## src/salru_pkg.sv

```systemverilog
`timescale 1ns / 1ps
`default_nettype none
// ----------------------------------------------------------------------------
// salru_pkg
// Shared types and fixed field widths for the LRU cache tag store.
// ----------------------------------------------------------------------------
package salru_pkg;

    // fixed port field widths
    localparam int ADDR_IN_W  = 32;
    localparam int SET_OUT_W  = 6;
    localparam int WAY_OUT_W  = 2;
    localparam int TAG_OUT_W  = 20;

    // back end sequencer, one-hot
    typedef enum logic [1:0] {
        S_IDLE = 2'b01,
        S_EVAL = 2'b10
    } t_back_state;

    // one result beat
    typedef struct packed {
        logic                 hit;
        logic [SET_OUT_W-1:0] set_index;
        logic [WAY_OUT_W-1:0] way;
        logic                 evicted;
        logic [TAG_OUT_W-1:0] victim_tag;
    } t_result;

endpackage
`default_nettype wire

```

## src/salru_front.sv

```systemverilog
`timescale 1ns / 1ps
`default_nettype none
// ----------------------------------------------------------------------------
// salru_front
// Takes access beats, splits the address into set and tag, and holds them
// in a two-entry queue for the lookup engine.
// ----------------------------------------------------------------------------
module salru_front #(
    parameter int SETS       = 64,
    parameter int LINE_BYTES = 64,
    parameter int ADDR_BITS  = 32,
    parameter int IDX_W      = 6,
    parameter int TAG_W      = 20
) (
    input  wire logic                             i_clk,
    input  wire logic                             i_rst_n,
    input  wire logic                             i_start,
    input  wire logic [salru_pkg::ADDR_IN_W-1:0]  i_address,
    output logic                                  o_busy,
    output logic                                  o_q_valid,
    input  wire logic                             i_q_pop,
    output logic [IDX_W-1:0]                      o_q_set,
    output logic [TAG_W-1:0]                      o_q_tag
);

    localparam int AW       = salru_pkg::ADDR_IN_W;
    localparam int OFF_BITS = $clog2(LINE_BYTES);
    localparam int IDX_BITS = $clog2(SETS);
    localparam int SHIFT    = OFF_BITS + IDX_BITS;
    localparam logic [AW-1:0] ADDR_MASK =
        (ADDR_BITS >= AW) ? {AW{1'b1}} : AW'((64'd1 << ADDR_BITS) - 64'd1);
    localparam logic [IDX_W-1:0] IDX_MASK = IDX_W'(SETS - 1);

    logic [AW-1:0]    masked;
    logic [AW-1:0]    off_shift;
    logic [AW-1:0]    tag_shift;
    logic [IDX_W-1:0] set_val;
    logic [TAG_W-1:0] tag_val;
    logic             push;

    logic [IDX_W-1:0] r_set [2];
    logic [TAG_W-1:0] r_tag [2];
    logic             r_wr_ptr, n_wr_ptr;
    logic             r_rd_ptr, n_rd_ptr;
    logic [1:0]       r_count, n_count;

    // address split
    always_comb begin
        masked    = i_address & ADDR_MASK;
        off_shift = masked >> OFF_BITS;
        tag_shift = masked >> SHIFT;
        set_val   = off_shift[IDX_W-1:0] & IDX_MASK;
        tag_val   = tag_shift[TAG_W-1:0];
    end

    // queue control
    assign o_busy    = (r_count == 2'd2) || !i_rst_n;
    assign push      = i_start && !o_busy;
    assign o_q_valid = (r_count != 2'd0);
    assign o_q_set   = r_set[r_rd_ptr];
    assign o_q_tag   = r_tag[r_rd_ptr];

    always_comb begin
        n_wr_ptr = push ? !r_wr_ptr : r_wr_ptr;
        n_rd_ptr = i_q_pop ? !r_rd_ptr : r_rd_ptr;
        n_count  = r_count + 2'(push) - 2'(i_q_pop);
    end

    always_ff @(posedge i_clk) begin
        if (!i_rst_n) begin
            r_wr_ptr <= 1'b0;
            r_rd_ptr <= 1'b0;
            r_count  <= 2'd0;
        end else begin
            r_wr_ptr <= n_wr_ptr;
            r_rd_ptr <= n_rd_ptr;
            r_count  <= n_count;
        end
    end

    // queue storage, no reset
    always_ff @(posedge i_clk) begin
        if (push) begin
            r_set[r_wr_ptr] <= set_val;
            r_tag[r_wr_ptr] <= tag_val;
        end
    end

endmodule
`default_nettype wire

```

## config.mk

```make
export PLATFORM = sky130hd
export DESIGN_NAME = salru_front
export DESIGN_NICKNAME = d
export VERILOG_FILES = /design/src/salru_pkg.sv /design/src/salru_front.sv
export SDC_FILE = /design/constraint.sdc
export NUM_CORES = 1
export LEC_CHECK = 0
export ABC_AREA = 1
export BUFFER_PORTS_ARGS = -buffer_cell sky130_fd_sc_hd__buf_4
export CORE_ASPECT_RATIO = 1.2
export CORE_MARGIN = 5
export CORE_UTILIZATION = 28
export CTS_CLUSTER_DIAMETER = 100
export DETAILED_ROUTE_END_ITERATION = 8
export GPL_ROUTABILITY_DRIVEN = 0
export RECOVER_POWER = 100
export SYNTH_ARGS = -nofsm -noshare
export SYNTH_HDL_FRONTEND = slang
export SYNTH_SLANG_ARGS = --single-unit
```

## constraint.sdc

```tcl
create_clock -name i_clk -period 4.4 [get_ports i_clk]
set_input_delay 0.22 -clock i_clk [delete_from_list [all_inputs] [get_ports i_clk]]
set_output_delay 0.22 -clock i_clk [all_outputs]
set_load 0.005 [all_outputs]
```

After elaboration in Yosys (flattened, before gate mapping)
Memories as Yosys holds them, arrays and structs flattened. A register that Yosys moved wholly into a read port is not among the register bits.
Cells that the tools add are included.
Widths: inputs -> output; s select.
- register bits after elaboration: 4
- bits in writable memories: 52
- bits of input ports: 36
- output and inout bits: 28
- word-level logic and storage cells: 21
- memories: 2
- add/subtract/negate cells: 2
- eq/ne operators: 1
- mux-type cells: 6
- reductions and logical operators: 7
- memory list (memory ; depth ; bits a word ; rd ports ; clocked after memory_dff ; write ports ; line ; text):
    r_tag ; 2 ; 20 ; 1 ; 1 ; 1 ; salru_front.sv:42 ; logic [TAG_W-1:0] r_tag [2];
    r_set ; 2 ; 6 ; 1 ; 1 ; 1 ; salru_front.sv:41 ; logic [IDX_W-1:0] r_set [2];
- operators with widths (kind ; count):
    $mux 1 ; 6
    $logic_not 1->1 ; 4
    $add 2x1->2 ; 1
    $eq 2x2->1 const B ; 1
    $reduce_bool 2->1 ; 1
    $sub 2x1->2 ; 1
    $logic_and 1x1->1 ; 1
    $logic_or 1x1->1 ; 1

Longest topological paths before layout
- depth in word-level cells: 6
- gate-level depth with buffers: 10
- gate-level depth less buffers: 10

Worst setup path after synthesis
Ideal clock, no wire load.
- path kind: register to register
- start: reg r_count[0]
- end: mem r_set[0][0], enable pin
- library setup time: 0.409 ns
- data arrival time: 1.646 ns
- required time: 3.991 ns
- slack: 2.345 ns
- cell stages (with the launch flop): 5
- buffers on the path: 0
- clock period less this slack: 2.055 ns
- cell sequence: dfxtp_1 inv_1 nand2_1 nand3_1 nor2_1
- word-level cells in the longest chain between the ends: 6
- RTL lines (element ; line ; text):
    from (decl) ; salru_front.sv:45 ; logic [1:0] r_count, n_count;
    from (signal assigned) ; salru_front.sv:77 ; r_count <= n_count;
    $eq 2x2->1 ; salru_front.sv:57 ; assign o_busy = (r_count == 2'd2) || !i_rst_n;
    $logic_or 1x1->1 ; salru_front.sv:57 ;
    $logic_not 1->1 ; salru_front.sv:58 ; assign push = i_start && !o_busy;
    $logic_and 1x1->1 ; salru_front.sv:58 ;
    $mux 1 ; salru_front.sv:83 ; if (push) begin
    $mux 1 (not written as such) ; salru_front.sv:84 ; r_set[r_wr_ptr] <= set_val;
    to (decl) ; salru_front.sv:41 ;
Every way passes these cells.

Final worst setup path
- start: reg r_count[0]
- end: mem r_tag[0][19], enable pin
- word-level cells in the longest chain between the ends: 6
- RTL lines (element ; line ; text):
    $eq 2x2->1 ; salru_front.sv:57 ;
    $logic_or 1x1->1 ; salru_front.sv:57 ;
    $logic_not 1->1 ; salru_front.sv:58 ;
    $logic_and 1x1->1 ; salru_front.sv:58 ;
    $mux 1 ; salru_front.sv:83 ;
    $mux 1 (not written as such) ; salru_front.sv:85 ; r_tag[r_wr_ptr] <= tag_val;
    to (decl) ; salru_front.sv:42 ;
Every way passes these cells.

==> results.md <==
* Worst hold path depth at 1
* Rows at 35
* CTS Hold Bufs at 0
* TritonRoute pass-1 iters at 4
* Largest net degree at the start of global routing at 27
* Sequential fraction of design power at 0.515
* Avg Vias per Cell at 4.09
* Diodes inserted at 0
* Post-DP HPWL at between 2000 and 3000 µm
* Clk_lat worst skew at 330 ps
* Final core utilization at 0.367
* Setup Crit Path Kind: reg2reg
* Initial antenna violation count at 0
* Met3 wire length at roughly 270 µm
* CTS Root Cell: clkbuf_8
* Tcrit/Tclk final at 0.551
* PD cells at 435 mW/mm²
* Syn nets at 157
* DIE WIDTH at a little over 90 µm
* Setup_tns at 0 ps
* Post-synth cell types at 13
* Post_cts resized at 0
* CTS clk-pin slew, worst paths at 70 ps
* Syn_area_per_cell at 18.7 µm²
* Top Ports at 64
* # setup viols final at 0
* Die ar. at 0.00985 mm²
* Sw Pwr at 281 µW
* Highest Clock Rate at 0.413 GHz
* Synth area leader: edfxtp_1
* First-pass GRT wire length at 6180 µm
* Post-DR wirelength/cell at about 14 µm
* H-tree depth at 3
* Class of the worst hold path: in2reg
* Final hold violation count at 0
* CTS max path bufs at 2
* Critical Path Max Stage Delay at 870 ps
* Worst EP required at 4350 ps
* Number of max-cap violations at 0
* Routed vias at 1154
* Post-Synthesis Cells at 119
* Met2 Routed Length at about 2000 µm
* Status: finished, final reports clean
* Die Ht at 108 µm
* Combinational power share at 0.092
* Fin crit period at between 2000 and 2500 ps
* Worst Skew at 6.59 ps
* Port Buf Inserts at 57
* RSZ-0062 raised after global routing: false
* Relative slew slack at 0.174
* Int Pwr at 949 µW
* Max layer used: met4
* Area delta synth->final at 26.8%
* Initial Utilization at 0.289
* Switching share of total power at 0.228
* GRT Total Usage at 0.0840
* Seq/Total Area, Yosys at 0.746
* Post-Route M1 WL at 1530 µm
* #FFs+latches synth at 57
* Max-slew violation count at 0
* Post-route antenna net violation count at 0
* Worst-margin pin slew at 1240 ps
* Mapped Area at 0.00223 mm²
* Worst path slowest cell: clkbuf_1
* Post-CTS setup buffers at 0
* Clock Power Share at 0.393
* Maximum VDD drop at 0.198 mV
* CP arrival at 2370 ps
* Worst r2r path cells at 5
* Clk sink count at between 50 and 60
* Synth top area share at 0.701
* Inserted Clock Buffers at 9
* Setup crit start kind: register
* CTS tree: yes
* Top post-synthesis cells by area: edfxtp_1 (70%), mux2_4 (13%), dfxtp_1 (4.5%)
* Core ar. at 0.00771 mm²
* Total Wirelength at 3880 µm
* Synth warnings at 0
* Worst Setup End Kind: register
* Static Leakage at roughly 0.0011 µW
* CP max FO at 19
* Vias in the first global route at 1302
* DRC viols at 0
* Final Net Count at 223
* CP Cell Sequence: inv_1 > nand2_1 > nand3_1 > nor2_1 > clkbuf_1
* Initial DRC Count at 30
* Grt total ovfl at 0
* Layout cells sized above 1 at 0.379
-- state kept, by name, summed over array words and instances, names as in the netlist, named ones only --
signal	flops
r_tag	40
r_count	2
r_set	12
r_rd_ptr	1
r_wr_ptr	1
-- cells in the final DEF (no fill, tap or decap), types with 2 or more instances in the layout --
master / instances
nor2_1: 6
dfxtp_1: 5
clkbuf_1: 9
mux2_1: 19
clkbuf_4: 26
edfxtp_1: 52
buf_4: 23
ha_1: 2
inv_6: 2
nand3_1: 2
mux2_2: 6
nand2_1: 11
inv_1: 10
clkinv_4: 3
clkbuf_8: 9
-- cell families after synthesis --
kind of cell | after synthesis | synth area share
AO/OA/AOI/OAI | 1 | 0.00224
adder cells (fa/ha/maj) | 2 | 0.0112
buffers and inverters | 13 | 0.0399
flip-flops | 57 | 0.746
multiplexers | 26 | 0.165
AND/OR/NAND/NOR | 20 | 0.0359
-- layer usage --
layer  up-vias  global-route usage
li1        568                   -
met3        10              0.0448
met4         0              0.0430
met2        39               0.140
met5         -                   0
met1       537              0.0846
-- worst max-delay path: cells and delay by family, from the launching register on --
family,cells,cell delay (ps)
buf+inv,2,930
simple gates,3,790
flops,1,310
-- synthesized netlist by cell type --
master / number
buf_6: 1
nand2_1: 11
nand4_1: 1
edfxtp_1: 52
nand3_1: 2
mux2_4: 20
inv_1: 10
mux2_2: 6
a21oi_1: 1
nor2_1: 6
ha_1: 2
buf_12: 2
dfxtp_1: 5
-- metrics by stage --
stage	power [µW]	cell area, µm²	worst slack, ps	hold slack [ps]	std cells
floorplan	715	2230	2350	313	119
global placement	780	2730	2580	406	266
detailed placement	784	2730	2580	407	266
CTS	1280	2930	2310	40.4	282
global route	1300	2830	1710	55.1	282
finish	1230	2830	1980	89.8	282
-- area by class of cell --
class                   count  area, µm²
repair buffers             58        402
inverters                  10       37.5
multi-input cells          49        407
fillers                   753       4880
well taps                  92        115
clock buffers               9        124
flip-flops and latches     57       1660
clock inverters             7       78.8
-- final timing paths --
check	start	end	slack (ps)
max	r_count[0]$_SDFF_PN0_	r_tag[0][19]$_DFFE_PP_	1980
min	i_address[11]	r_set[1][5]$_DFFE_PP_	90
max reg2reg	r_count[0]$_SDFF_PN0_	r_tag[0][19]$_DFFE_PP_	1980
min reg2reg	r_rd_ptr$_SDFFE_PN0P_	register	510
-- power by group through the flow --
stage          clock (µW)  combinational [µW]  sequential, µW
6_report              484                 113             633
3_5_place_dp            0                 135             649
3_3_place_gp            0                 133             648
4_1_cts               504                 136             637
5_1_grt               533                 128             637
2_1_floorplan           0                77.8             637
Note: power is estimated with default switching activity, not from simulation.
